### config.mk
export PLATFORM = sky130hd
export DESIGN_NAME = sha256_message_hasher_core_flat
export DESIGN_NICKNAME = d
export VERILOG_FILES = /design/src/hw/rtl/sha256_pkg.sv /design/src/hw/rtl/sha_byte_if.sv /design/src/hw/rtl/sha_digest_if.sv /design/src/hw/rtl/sha256_message_hasher_core.sv /design/src/flat_wrapper.sv
export SDC_FILE = /design/constraint.sdc
export NUM_CORES = 2
export LEC_CHECK = 0
export BUFFER_PORTS_ARGS = -buffer_cell sky130_fd_sc_hd__clkbuf_2
export CAP_MARGIN = 25
export CELL_PAD_IN_SITES_DETAIL_PLACEMENT = 0
export CELL_PAD_IN_SITES_GLOBAL_PLACEMENT = 1
export CORE_AREA = 2 2 555 557
export CTS_BUF_LIST = sky130_fd_sc_hd__clkbuf_16
export DETAILED_ROUTE_END_ITERATION = 16
export DIE_AREA = 0 0 557 559
export GPL_ROUTABILITY_DRIVEN = 0
export PLACE_DENSITY = 0.62
export REMOVE_ABC_BUFFERS = 1
export SYNTH_ARGS = -nofsm -noshare
export SYNTH_HDL_FRONTEND = slang
export SYNTH_SLANG_ARGS = --single-unit
### constraint.sdc
create_clock -name clk -period 23.3 [get_ports clk]
set_input_delay 2.33 -clock clk [delete_from_list [all_inputs] [get_ports clk]]
set_output_delay 2.33 -clock clk [all_outputs]
set_load 0.02 [all_outputs]
### src/hw/rtl/sha256_pkg.sv
// sha-256 hasher package: controller states, round constants and hash functions
package sha256_pkg;

    // controller states
    typedef enum logic [1:0] {
        ST_IDLE,
        ST_PAD,
        ST_COMP
    } st_t;

    // compression sequencer
    localparam int STEP_W = 8;
    localparam logic [STEP_W-1:0] LAST_STEP = 8'd130;
    localparam logic [STEP_W-1:0] LAST_WRITE_STEP = 8'd128;
    localparam logic [STEP_W-1:0] LAST_ROUND_STEP = 8'd129;
    localparam logic [STEP_W-1:0] FIRST_ROUND_STEP = 8'd3;

    // padding
    localparam logic [7:0] PAD_BYTE = 8'h80;
    localparam logic [5:0] LEN_POS = 6'd56;
    localparam logic [5:0] LAST_POS = 6'd63;
    localparam logic [3:0] LEN_BYTES = 4'd8;

    localparam logic [31:0] INIT_H [8] = '{
        32'h6a09e667, 32'hbb67ae85, 32'h3c6ef372, 32'ha54ff53a,
        32'h510e527f, 32'h9b05688c, 32'h1f83d9ab, 32'h5be0cd19
    };

    function automatic logic [31:0] rotr(input logic [31:0] v, input int n);
        rotr = (v >> n) | (v << (32 - n));
    endfunction

    function automatic logic [31:0] bsig0(input logic [31:0] x);
        bsig0 = rotr(x, 2) ^ rotr(x, 13) ^ rotr(x, 22);
    endfunction

    function automatic logic [31:0] bsig1(input logic [31:0] x);
        bsig1 = rotr(x, 6) ^ rotr(x, 11) ^ rotr(x, 25);
    endfunction

    function automatic logic [31:0] ssig0(input logic [31:0] x);
        ssig0 = rotr(x, 7) ^ rotr(x, 18) ^ (x >> 3);
    endfunction

    function automatic logic [31:0] ssig1(input logic [31:0] x);
        ssig1 = rotr(x, 17) ^ rotr(x, 19) ^ (x >> 10);
    endfunction

    function automatic logic [31:0] round_k(input logic [5:0] idx);
        logic [31:0] k;
        k = 32'h0;
        case (idx)
            6'd0:  k = 32'h428a2f98;  6'd1:  k = 32'h71374491;
            6'd2:  k = 32'hb5c0fbcf;  6'd3:  k = 32'he9b5dba5;
            6'd4:  k = 32'h3956c25b;  6'd5:  k = 32'h59f111f1;
            6'd6:  k = 32'h923f82a4;  6'd7:  k = 32'hab1c5ed5;
            6'd8:  k = 32'hd807aa98;  6'd9:  k = 32'h12835b01;
            6'd10: k = 32'h243185be;  6'd11: k = 32'h550c7dc3;
            6'd12: k = 32'h72be5d74;  6'd13: k = 32'h80deb1fe;
            6'd14: k = 32'h9bdc06a7;  6'd15: k = 32'hc19bf174;
            6'd16: k = 32'he49b69c1;  6'd17: k = 32'hefbe4786;
            6'd18: k = 32'h0fc19dc6;  6'd19: k = 32'h240ca1cc;
            6'd20: k = 32'h2de92c6f;  6'd21: k = 32'h4a7484aa;
            6'd22: k = 32'h5cb0a9dc;  6'd23: k = 32'h76f988da;
            6'd24: k = 32'h983e5152;  6'd25: k = 32'ha831c66d;
            6'd26: k = 32'hb00327c8;  6'd27: k = 32'hbf597fc7;
            6'd28: k = 32'hc6e00bf3;  6'd29: k = 32'hd5a79147;
            6'd30: k = 32'h06ca6351;  6'd31: k = 32'h14292967;
            6'd32: k = 32'h27b70a85;  6'd33: k = 32'h2e1b2138;
            6'd34: k = 32'h4d2c6dfc;  6'd35: k = 32'h53380d13;
            6'd36: k = 32'h650a7354;  6'd37: k = 32'h766a0abb;
            6'd38: k = 32'h81c2c92e;  6'd39: k = 32'h92722c85;
            6'd40: k = 32'ha2bfe8a1;  6'd41: k = 32'ha81a664b;
            6'd42: k = 32'hc24b8b70;  6'd43: k = 32'hc76c51a3;
            6'd44: k = 32'hd192e819;  6'd45: k = 32'hd6990624;
            6'd46: k = 32'hf40e3585;  6'd47: k = 32'h106aa070;
            6'd48: k = 32'h19a4c116;  6'd49: k = 32'h1e376c08;
            6'd50: k = 32'h2748774c;  6'd51: k = 32'h34b0bcb5;
            6'd52: k = 32'h391c0cb3;  6'd53: k = 32'h4ed8aa4a;
            6'd54: k = 32'h5b9cca4f;  6'd55: k = 32'h682e6ff3;
            6'd56: k = 32'h748f82ee;  6'd57: k = 32'h78a5636f;
            6'd58: k = 32'h84c87814;  6'd59: k = 32'h8cc70208;
            6'd60: k = 32'h90befffa;  6'd61: k = 32'ha4506ceb;
            6'd62: k = 32'hbef9a3f7;  6'd63: k = 32'hc67178f2;
            default: k = 32'h0;
        endcase
        round_k = k;
    endfunction

endpackage

### src/hw/rtl/sha_byte_if.sv
// message byte channel: valid/ready handshake with byte payload
interface sha_byte_if;
    logic       valid;
    logic       ready;
    logic [7:0] byte_value;
    logic       has_byte;
    logic       message_end;

    modport source (output valid, output byte_value, output has_byte, output message_end,
                    input ready);
    modport sink (input valid, input byte_value, input has_byte, input message_end,
                  output ready);
endinterface

### src/hw/rtl/sha_digest_if.sv
// digest word channel: valid/ready handshake with digest word payload
interface sha_digest_if;
    logic        valid;
    logic        ready;
    logic [31:0] digest_word;
    logic [2:0]  word_index;
    logic        final_word;

    modport source (output valid, output digest_word, output word_index, output final_word,
                    input ready);
    modport sink (input valid, input digest_word, input word_index, input final_word,
                  output ready);
endinterface

### src/hw/rtl/sha256_message_hasher_core.sv
// sha-256 message hasher top level: byte packing, padding, compression and digest output
//
//  channel | dir | payload                                  | item
//  --------+-----+------------------------------------------+------------------------------
//  msg     | in  | byte_value[7:0], has_byte, message_end   | one message byte or end mark
//  digest  | out | digest_word[31:0], word_index[2:0],      | one digest word, eight per
//          |     | final_word                               | message
//
// items are taken while idle; msg.ready drops while a block is compressed or padding runs
// the compression sequencer runs a 64-byte block as fill, rounds and final add; each round
//   has an even and an odd step, set by the two read ports of the 16-word schedule memory
// message end adds padding bytes (the tail of the last block, and at times a whole
//   spilled block) and one or two compressions
// the digest sits in an output register, so the next message streams in while it drains;
//   only the final add of the next message waits for the register to empty
// rst_n is asynchronous; after reset the block is idle with the initial hash value loaded
module sha256_message_hasher_core (
    input  logic                clk,
    input  logic                rst_n,
    sha_byte_if.sink            msg,
    sha_digest_if.source        digest
);

    // controller
    sha256_pkg::st_t state_reg, state_next;

    // message position and length
    logic [5:0]  pos_reg;
    logic [23:0] partial_reg;
    logic [63:0] cnt_reg;

    // padding sequence
    logic        pad_active_reg;
    logic        pad_first_reg;
    logic [3:0]  len_cnt_reg;

    // compression sequencer
    logic [sha256_pkg::STEP_W-1:0] step_reg;
    logic [31:0] hash_reg [8];
    logic [31:0] vars_reg [8];
    logic [31:0] p_reg;
    logic [31:0] w_reg;

    // output register
    logic        out_busy_reg;
    logic [2:0]  out_idx_reg;
    logic [31:0] dig_reg [8];

    // schedule memory: message block, then the rolling schedule
    logic [31:0] sched_mem [16];
    logic [31:0] rd0_reg, rd1_reg;
    logic [3:0]  ra0, ra1;
    logic        mem_we;
    logic [3:0]  mem_waddr;
    logic [31:0] mem_wdata;

    // absorb path
    logic        ready_int;
    logic        absorb_en;
    logic [7:0]  absorb_byte;
    logic [7:0]  len_byte;
    logic [2:0]  len_sel;

    // sequencer decode
    logic [6:0]  r_issue;
    logic [6:0]  r_prev;
    logic        finishing;
    logic        final_go;
    logic        step_odd;
    logic        w_step;
    logic        round_step;
    logic [31:0] w_val;
    logic [31:0] t1, t2;
    logic [31:0] hash_sum [8];
    logic        out_take;

    assign finishing = pad_active_reg && (len_cnt_reg == sha256_pkg::LEN_BYTES);
    assign final_go  = (state_reg == sha256_pkg::ST_COMP) && (step_reg == sha256_pkg::LAST_STEP)
                       && !(finishing && out_busy_reg);
    assign step_odd  = step_reg[0];
    assign r_issue   = step_reg[7:1];
    assign r_prev    = step_reg[7:1] - 7'd1;
    assign w_step    = !step_odd && (step_reg >= 8'd2) && (step_reg <= sha256_pkg::LAST_WRITE_STEP);
    assign round_step = step_odd && (step_reg >= sha256_pkg::FIRST_ROUND_STEP)
                        && (step_reg <= sha256_pkg::LAST_ROUND_STEP);
    assign out_take  = digest.valid && digest.ready;

    // length bytes go out most significant first
    assign len_sel  = 3'd7 - len_cnt_reg[2:0];
    assign len_byte = cnt_reg[{len_sel, 3'b000} +: 8];

    // next state
    always_comb
    begin
        state_next = state_reg;
        unique case (state_reg)
            sha256_pkg::ST_IDLE:
            begin
                if (msg.valid)
                begin
                    if (msg.has_byte && (pos_reg == sha256_pkg::LAST_POS))
                        state_next = sha256_pkg::ST_COMP;
                    else if (msg.message_end)
                        state_next = sha256_pkg::ST_PAD;
                end
            end
            sha256_pkg::ST_PAD:
            begin
                if (pos_reg == sha256_pkg::LAST_POS)
                    state_next = sha256_pkg::ST_COMP;
            end
            sha256_pkg::ST_COMP:
            begin
                if (final_go)
                begin
                    if (finishing || !pad_active_reg)
                        state_next = sha256_pkg::ST_IDLE;
                    else
                        state_next = sha256_pkg::ST_PAD;
                end
            end
            default: state_next = sha256_pkg::ST_IDLE;
        endcase
    end

    // controller outputs: handshake and byte source
    always_comb
    begin
        ready_int   = 1'b0;
        absorb_en   = 1'b0;
        absorb_byte = 8'h00;
        unique case (state_reg)
            sha256_pkg::ST_IDLE:
            begin
                ready_int   = 1'b1;
                absorb_en   = msg.valid && msg.has_byte;
                absorb_byte = msg.byte_value;
            end
            sha256_pkg::ST_PAD:
            begin
                absorb_en = 1'b1;
                if (pad_first_reg)
                    absorb_byte = sha256_pkg::PAD_BYTE;
                else if ((len_cnt_reg == 4'd0) && (pos_reg != sha256_pkg::LEN_POS))
                    absorb_byte = 8'h00;
                else
                    absorb_byte = len_byte;
            end
            sha256_pkg::ST_COMP:
            begin
                ready_int = 1'b0;
            end
            default: ready_int = 1'b0;
        endcase
    end

    assign msg.ready = ready_int;

    // schedule reads: even steps w[r-2], w[r-15] (w[r] for r < 16), odd steps w[r-7], w[r-16]
    always_comb
    begin
        if (!step_odd)
        begin
            ra0 = (r_issue[6:4] == 3'd0) ? r_issue[3:0] : r_issue[3:0] - 4'd2;
            ra1 = r_issue[3:0] + 4'd1;
        end
        else
        begin
            ra0 = r_issue[3:0] + 4'd9;
            ra1 = r_issue[3:0];
        end
    end

    // new schedule word from the two partial sums
    assign w_val = (r_prev[6:4] == 3'd0) ? p_reg : p_reg + rd0_reg + rd1_reg;

    // memory write: compression writes back the schedule, otherwise packed message words
    always_comb
    begin
        if (state_reg == sha256_pkg::ST_COMP)
        begin
            mem_we    = w_step && (r_prev[6:4] != 3'd0);
            mem_waddr = r_prev[3:0];
            mem_wdata = w_val;
        end
        else
        begin
            mem_we    = absorb_en && (pos_reg[1:0] == 2'd3);
            mem_waddr = pos_reg[5:2];
            mem_wdata = {partial_reg, absorb_byte};
        end
    end

    always_ff @(posedge clk)
    begin
        if (mem_we)
            sched_mem[mem_waddr] <= mem_wdata;
        rd0_reg <= sched_mem[ra0];
        rd1_reg <= sched_mem[ra1];
    end

    // round function
    assign t1 = vars_reg[7] + sha256_pkg::bsig1(vars_reg[4])
                + ((vars_reg[4] & vars_reg[5]) ^ (~vars_reg[4] & vars_reg[6]))
                + sha256_pkg::round_k(r_prev[5:0]) + w_reg;
    assign t2 = sha256_pkg::bsig0(vars_reg[0])
                + ((vars_reg[0] & vars_reg[1]) ^ (vars_reg[0] & vars_reg[2])
                   ^ (vars_reg[1] & vars_reg[2]));

    always_comb
    begin
        for (int i = 0; i < 8; i++)
            hash_sum[i] = hash_reg[i] + vars_reg[i];
    end

    // datapath registers, no reset
    always_ff @(posedge clk)
    begin
        if (absorb_en)
            partial_reg <= {partial_reg[15:0], absorb_byte};

        if (state_reg == sha256_pkg::ST_COMP)
        begin
            if (step_odd)
                p_reg <= (r_issue[6:4] == 3'd0) ? rd0_reg
                         : sha256_pkg::ssig1(rd0_reg) + sha256_pkg::ssig0(rd1_reg);
            if (w_step)
                w_reg <= w_val;
            if (step_reg == '0)
            begin
                for (int i = 0; i < 8; i++)
                    vars_reg[i] <= hash_reg[i];
            end
            else if (round_step)
            begin
                vars_reg[7] <= vars_reg[6];
                vars_reg[6] <= vars_reg[5];
                vars_reg[5] <= vars_reg[4];
                vars_reg[4] <= vars_reg[3] + t1;
                vars_reg[3] <= vars_reg[2];
                vars_reg[2] <= vars_reg[1];
                vars_reg[1] <= vars_reg[0];
                vars_reg[0] <= t1 + t2;
            end
        end

        if (final_go && finishing)
        begin
            for (int i = 0; i < 8; i++)
                dig_reg[i] <= hash_sum[i];
        end
    end

    // control state
    always_ff @(posedge clk or negedge rst_n)
    begin
        if (!rst_n)
        begin
            state_reg      <= sha256_pkg::ST_IDLE;
            pos_reg        <= '0;
            cnt_reg        <= '0;
            pad_active_reg <= 1'b0;
            pad_first_reg  <= 1'b0;
            len_cnt_reg    <= '0;
            step_reg       <= '0;
            out_busy_reg   <= 1'b0;
            out_idx_reg    <= '0;
            for (int i = 0; i < 8; i++)
                hash_reg[i] <= sha256_pkg::INIT_H[i];
        end
        else
        begin
            state_reg <= state_next;

            if (absorb_en)
                pos_reg <= pos_reg + 6'd1;

            // item accepted while idle
            if ((state_reg == sha256_pkg::ST_IDLE) && msg.valid)
            begin
                if (msg.has_byte)
                    cnt_reg <= cnt_reg + 64'd8;
                if (msg.message_end)
                begin
                    pad_active_reg <= 1'b1;
                    pad_first_reg  <= 1'b1;
                    len_cnt_reg    <= '0;
                end
            end

            // padding: marker byte, zero fill, then eight length bytes
            if (state_reg == sha256_pkg::ST_PAD)
            begin
                if (pad_first_reg)
                    pad_first_reg <= 1'b0;
                else if ((len_cnt_reg != 4'd0) || (pos_reg == sha256_pkg::LEN_POS))
                    len_cnt_reg <= len_cnt_reg + 4'd1;
            end

            // sequencer holds on the last step until the output register is free
            if (state_reg != sha256_pkg::ST_COMP)
                step_reg <= '0;
            else if (step_reg != sha256_pkg::LAST_STEP)
                step_reg <= step_reg + 8'd1;

            if (final_go)
            begin
                if (finishing)
                begin
                    for (int i = 0; i < 8; i++)
                        hash_reg[i] <= sha256_pkg::INIT_H[i];
                    pad_active_reg <= 1'b0;
                    cnt_reg        <= '0;
                end
                else
                begin
                    for (int i = 0; i < 8; i++)
                        hash_reg[i] <= hash_sum[i];
                end
            end

            // output register drain
            if (final_go && finishing)
            begin
                out_busy_reg <= 1'b1;
                out_idx_reg  <= '0;
            end
            else if (out_take)
            begin
                out_idx_reg <= out_idx_reg + 3'd1;
                if (out_idx_reg == 3'd7)
                    out_busy_reg <= 1'b0;
            end
        end
    end

    assign digest.valid       = out_busy_reg;
    assign digest.digest_word = dig_reg[out_idx_reg];
    assign digest.word_index  = out_idx_reg;
    assign digest.final_word  = (out_idx_reg == 3'd7);

endmodule

### src/flat_wrapper.sv
// flat-port wrapper written by rule: the top's interface ports become plain ports
module sha256_message_hasher_core_flat 
  (clk, rst_n, msg_valid, msg_byte_value, msg_has_byte, msg_message_end, msg_ready, digest_valid, digest_digest_word, digest_word_index, digest_final_word, digest_ready);
  sha_byte_if msg_i ();
  sha_digest_if digest_i ();
  input  logic clk;
  input  logic rst_n;
  input wire logic [$bits(msg_i.valid)-1:0] msg_valid;
  input wire logic [$bits(msg_i.byte_value)-1:0] msg_byte_value;
  input wire logic [$bits(msg_i.has_byte)-1:0] msg_has_byte;
  input wire logic [$bits(msg_i.message_end)-1:0] msg_message_end;
  output wire logic [$bits(msg_i.ready)-1:0] msg_ready;
  output wire logic [$bits(digest_i.valid)-1:0] digest_valid;
  output wire logic [$bits(digest_i.digest_word)-1:0] digest_digest_word;
  output wire logic [$bits(digest_i.word_index)-1:0] digest_word_index;
  output wire logic [$bits(digest_i.final_word)-1:0] digest_final_word;
  input wire logic [$bits(digest_i.ready)-1:0] digest_ready;
  assign msg_i.valid = msg_valid;
  assign msg_i.byte_value = msg_byte_value;
  assign msg_i.has_byte = msg_has_byte;
  assign msg_i.message_end = msg_message_end;
  assign msg_ready = msg_i.ready;
  assign digest_valid = digest_i.valid;
  assign digest_digest_word = digest_i.digest_word;
  assign digest_word_index = digest_i.word_index;
  assign digest_final_word = digest_i.final_word;
  assign digest_i.ready = digest_ready;
  sha256_message_hasher_core u_core (.clk(clk), .rst_n(rst_n), .msg(msg_i), .digest(digest_i));
endmodule
### Word level (Yosys, flattened, before mapping)

Memory sizes are Yosys's and may differ from the RTL's. A register that Yosys moved wholly into a read port is not among the register bits.
Index checks and enable logic that the tools add are counted.

* register bits after elaboration: 434
* bits in writable memories: 1024
* bits in read-only memories: 2048
* input port bits: 14
* word-level logic and storage cells: 206
* memories: 4

Memories
* (no name shown): depth 64, bits a word 32, rd ports 1, clocked after memory_dff 0, wr ports 0, RTL line sha256_pkg.sv:52 `case (idx)`
* u_core.sched_mem: depth 16, bits a word 32, rd ports 2, clocked after memory_dff 2, wr ports 1, RTL line sha256_message_hasher_core.sv:50 `logic [31:0] sched_mem [16];`
* u_core.dig_reg: depth 8, bits a word 32, rd ports 1, clocked after memory_dff 0, wr ports 8, RTL line sha256_message_hasher_core.sv:47 `logic [31:0] dig_reg [8];`
* u_core.vars_reg: depth 8, bits a word 32, rd ports 8, clocked after memory_dff 0, wr ports 8, RTL line sha256_message_hasher_core.sv:40 `logic [31:0] vars_reg [8];`

* add/subtract/negate cells: 28
* $lt $le $gt $ge: 4
* eq/ne operators: 15
* shift operators: 1
* multiplexer cells: 64
* bitwise logic cells: 35
* reductions and logical operators: 35

Operators by type and width (count)
* 32-bit adder: 18
* 32-bit two-way mux: 11
* 32-bit bitwise XOR: 9
* 256-bit two-way mux: 1
* 64-bit two-way mux: 4
* 32-bit bitwise AND: 5
* 64-bit by 4-bit adder with 64-bit output (second input constant): 1
* 64-bit by 7-bit variable part select with 8-bit output: 1
* 4-bit two-way mux: 9
* 8-bit two-way mux: 4
* 32-bit inverter: 1
* 10-bit by 32-bit bitwise OR with 32-bit output: 1
* 13-bit by 32-bit bitwise OR with 32-bit output: 1
* 14-bit by 32-bit bitwise OR with 32-bit output: 1
* 15-bit by 32-bit bitwise OR with 32-bit output: 1
* 19-bit by 32-bit bitwise OR with 32-bit output: 1
* 21-bit by 32-bit bitwise OR with 32-bit output: 1
* 25-bit by 32-bit bitwise OR with 32-bit output: 1
* 26-bit by 32-bit bitwise OR with 32-bit output: 1
* 30-bit by 32-bit bitwise OR with 32-bit output: 1
* 7-bit by 32-bit bitwise OR with 32-bit output: 1
* 32-bit by 22-bit bitwise XOR with 32-bit output: 1
* 32-bit by 29-bit bitwise XOR with 32-bit output: 1
* 1-bit two-way mux: 25
* 39 further kinds: 81

### Logic depth before layout (Yosys ltp)

An unclocked memory read counts as a cell.

* depth in word-level cells: 10
* mapped depth: 43
* gate-level depth less buffers: 40

### Least setup slack after synthesis

OpenSTA, ideal clock, no wires.

* kind: register to register
* start: register u_core.step_reg[1] (netlist name)
* end: memory u_core.vars_reg[0][0], enable pin
* setup time: 1.249 ns
* arrival: 20.226 ns
* data required time: 22.051 ns
* slack: 1.825 ns
* stages on the path, launching flop included: 7
* buffers on the path: 2
* period minus slack after synthesis: 21.475 ns
* cells stage by stage: dfrtp_1 > clkbuf_1 > inv_1 > clkbuf_1 > ha_1 > nand3_1 > o31ai_1

RTL lines
* start: declaration: RTL line sha256_message_hasher_core.sv:38 `logic [sha256_pkg::STEP_W-1:0] step_reg;`
* start signal: assignment: RTL line sha256_message_hasher_core.sv:304 `step_reg <= step_reg + 8'd1;`
* end: declaration: RTL line sha256_message_hasher_core.sv:40

==> impl_summary.log <==
[metrics] run status: completed
[metrics] area of all sequential standard cells: 43400 sq um
[metrics] critical path's slowest cell: sky130_fd_sc_hd__dfrtp_1
[metrics] Top delay family on crit path: compound AO/OA/AOI/OAI gates
[metrics] cts bufs inserted: 180
[metrics] TritonCTS clock tree: yes
[metrics] final critical-path required period: 11940 ps
[metrics] critical path arrival: 12480 ps
[metrics] ratio of routed vias to standard cells: 5.35
[metrics] crit-path max FO: 72
[metrics] mean cell area of the mapped netlist: 11.6 sq um
[metrics] number of H-tree branching levels: 4
[metrics] register name with the most flops: u_core.sched_mem
[metrics] total of hold buffers inserted after clock tree synthesis: 0
[metrics] Global Route met3 Usage: 2.86%
[metrics] nature of the critical path startpoint: flip-flop
[metrics] ranking of synthesized cells by area: sky130_fd_sc_hd__edfxtp_1 (37%), sky130_fd_sc_hd__mux4_2 (9.1%), sky130_fd_sc_hd__ha_1 (6.0%), sky130_fd_sc_hd__dfrtp_1 (5.7%), sky130_fd_sc_hd__xnor2_1 (4.6%)
[metrics] relative max-transition margin: 17.3%
[metrics] number of buffers and inverters on the critical path: 4
[metrics] Netlist Area Pre-Place: 91200 sq um
[metrics] Max-cap violations: 0
[metrics] share of synthesized area occupied by flip-flops and latches: 47.6%
[metrics] setup skew after layout: 75.3 ps
[metrics] effective utilization at floorplan: 29.9%
[metrics] final cycle utilization of the critical path: 51.2%
[metrics] fin cells: 12100
[metrics] DRC violation total after the first TritonRoute iteration: 6737
[metrics] max reg flops: 512
[metrics] CORE AREA: 305000 sq um
[metrics] Ys Warns: 0
[metrics] initial antenna violation count: 10
[metrics] Inst Count DP: 11700
[metrics] max-slew violation count: 0
[metrics] worst-margin pin slew: 1240 ps
[metrics] number of remaining DRC errors: 0
[metrics] largest voltage drop on the vdd net: 0.0657 mV
[metrics] Yosys cell types: 92
[metrics] Root Buffer: sky130_fd_sc_hd__clkbuf_16
[metrics] power density over the cells: 59.5 nW/um^2
[metrics] fillcell total: 30200
[metrics] die height: 559 um
[metrics] WHS: 449 ps
[metrics] proportion of netlist area held by the largest area contributor: 36.6%
[metrics] most common cell after layout, fill and taps aside: sky130_fd_sc_hd__edfxtp_1
[metrics] kind of end point of the critical path: flip-flop
[metrics] share of flip-flops with an asynchronous set or reset after synthesis: 22.6%
[metrics] area of the multi-input gates: 45300 sq um
[metrics] Final setup viols: 0
[metrics] Port Buf Inserts: 51
[metrics] first-pass GRT wire length: 449000 um
[metrics] cell count after synthesis: 7835
[metrics] largest net degree at the start of global routing: 138
[metrics] Longest Clk Path Bufs: 4
[metrics] routed wire length per instance: 25.4 um
[metrics] CTS-repair resized insts: 0
[metrics] worst min-delay path class: flip-flop to flip-flop
[metrics] routed wire length: 306000 um
[metrics] Top Ports: 52
[metrics] leakage component of the power: 0.0367 uW
[metrics] clock-pin slew reported for the worst setup and hold paths after clock tree synthesis: 70 ps
[metrics] chip width: 557 um
[metrics] number of enable flip-flop cells after synthesis: 1112
[metrics] GRT Total Usage: 19.3%
[metrics] critical path type: flip-flop to flip-flop
[metrics] met1 global-route usage: 27.2%
[metrics] via count of the first global-routing pass: 63900
[metrics] final antenna-violating net count: 0
[metrics] Post-CTS Setup Bufs: 0
[metrics] area growth from synthesis to layout: 12.4%
[metrics] Final Net Count: 8417
[metrics] Clock Sinks: 1519
[metrics] Top Usage Layer GRT: met2
[metrics] vias after detailed routing: 64500
[metrics] slowest stage delay, CP: 860 ps
[metrics] met2 capacity usage during global routing: 30.8%
[metrics] overall overflow remaining after global route: 0
[metrics] Final HPWL DP: 212000 um
[metrics] layout cells sized above 1: 13.9%
[metrics] final hold vios: 0
[metrics] clk_lat worst skew: 880 ps
[metrics] Highest Clock Rate: 0.0837 GHz
[metrics] leading register cell type out of synthesis: sky130_fd_sc_hd__edfxtp_1
[metrics] number of synthesized register bits: 1519
[metrics] setup repair after global routing missed its margin: false
[metrics] DR pass1 iterations: 6
[metrics] number of cell rows: 203
[metrics] floorplan die area: 311000 sq um
[metrics] commonest non-fill, non-tap cells in the layout: sky130_fd_sc_hd__edfxtp_1 (1112), sky130_fd_sc_hd__nand2_1 (1045), sky130_fd_sc_hd__xnor2_1 (470), sky130_fd_sc_hd__a21oi_1 (448), sky130_fd_sc_hd__ha_1 (435)
[metrics] data required time at the worst endpoint: 23840 ps
[metrics] cell type with the highest aggregate area in the netlist: sky130_fd_sc_hd__edfxtp_1
metrics by stage:
step	power [uW]	cell area [sq um]	utilization [%]	TNS (ps)	worst slack, ps
floorplan	3180	89600	-	-2752230	-10750
global placement	3300	96400	31.6	0	11700
detailed placement	3310	96400	31.6	0	11740
CTS	6170	102000	33.5	0	11670
global route	6300	102000	33.6	0	10690
finish	6100	102000	33.6	0	11360
path summary, 6_finish.rpt:
| check | endpoint | start | slack, ps | cells past startpoint |
|---|---|---|---|---|
| worst min-delay path | u_core.partial_reg[22] | u_core.partial_reg[14] | 450 | 0 |
| worst max register to register | u_core.vars_reg[0][29] | u_core.step_reg[2] | 11360 | 37 |
| min in group asynchronous | u_core.hash_reg[93] | rst_n | 1500 | 1 |
| max in group asynchronous | u_core.hash_reg[176] | rst_n | 19650 | 3 |
| worst min register to register | u_core.partial_reg[22] | u_core.partial_reg[14] | 450 | 0 |
| worst max-delay path | u_core.vars_reg[0][29] | u_core.step_reg[2] | 11360 | 37 |
per-layer routing:
| metal | wire length (um) | vias up |
|---|---|---|
| met1 | 137000 | 33000 |
| li1 | - | 28800 |
| met5 | 13 | - |
| met4 | 8700 | 2 |
| met3 | 20000 | 434 |
| met2 | 141000 | 2336 |
power breakdown:
group | internal, uW | leakage (uW) | switching, uW | total [uW]
Combinational | 93.8 | 0.0208 | 160 | 253
Sequential | 2940 | 0.0129 | 61.3 | 3000
Clock | 1670 | 0.00302 | 1180 | 2850
synthesized netlist by cell type (30+ instances only):
master                        n
sky130_fd_sc_hd__a21oi_1    449
sky130_fd_sc_hd__nand3_1    153
sky130_fd_sc_hd__buf_1       43
sky130_fd_sc_hd__o21bai_1    60
sky130_fd_sc_hd__a22o_1     116
sky130_fd_sc_hd__a31oi_1     57
sky130_fd_sc_hd__and3_1      52
sky130_fd_sc_hd__a21o_1     186
sky130_fd_sc_hd__nand2_1   1048
sky130_fd_sc_hd__mux4_2     368
sky130_fd_sc_hd__o211ai_1    34
sky130_fd_sc_hd__o21a_1      61
sky130_fd_sc_hd__clkbuf_1   339
sky130_fd_sc_hd__inv_1      323
sky130_fd_sc_hd__ha_1       437
sky130_fd_sc_hd__nor3_1      77
sky130_fd_sc_hd__dfxtp_1     64
sky130_fd_sc_hd__dfstp_2    136
sky130_fd_sc_hd__nor2_1     429
sky130_fd_sc_hd__nor2b_1     79
sky130_fd_sc_hd__a211oi_1    81
sky130_fd_sc_hd__dfrtp_1    207
sky130_fd_sc_hd__fa_1       166
sky130_fd_sc_hd__o21ai_0    368
sky130_fd_sc_hd__mux2_2      72
sky130_fd_sc_hd__nand2b_1    74
sky130_fd_sc_hd__edfxtp_1  1112
sky130_fd_sc_hd__xor2_1     220
sky130_fd_sc_hd__nand4_1     30
sky130_fd_sc_hd__mux2i_1     58
sky130_fd_sc_hd__xnor2_1    476
sky130_fd_sc_hd__o22a_1      75
cell families after synthesis:
logic type / count (synthesis) / synth area share, %
AOI/OAI and AO/OA: 1714 / 12.4
xor gates and xnor gates: 696 / 6.69
muxes: 498 / 10.6
and+or+nand+nor: 2057 / 9.81
buffers and inverters: 726 / 3.01
adders and majority gates: 625 / 9.88
DFF: 1519 / 47.6
cell type report:
cell class	count	area share (%)
clock inverter	149	1.26
antenna	12	0.0293
timing repair buffer	182	1.35
sequential	1519	42.4
clock buffer	184	4.49
multi-input combinational	5590	44.3
inverter	327	1.21
tap	4100	5.01
Note: power is estimated with default switching activity, not from simulation.
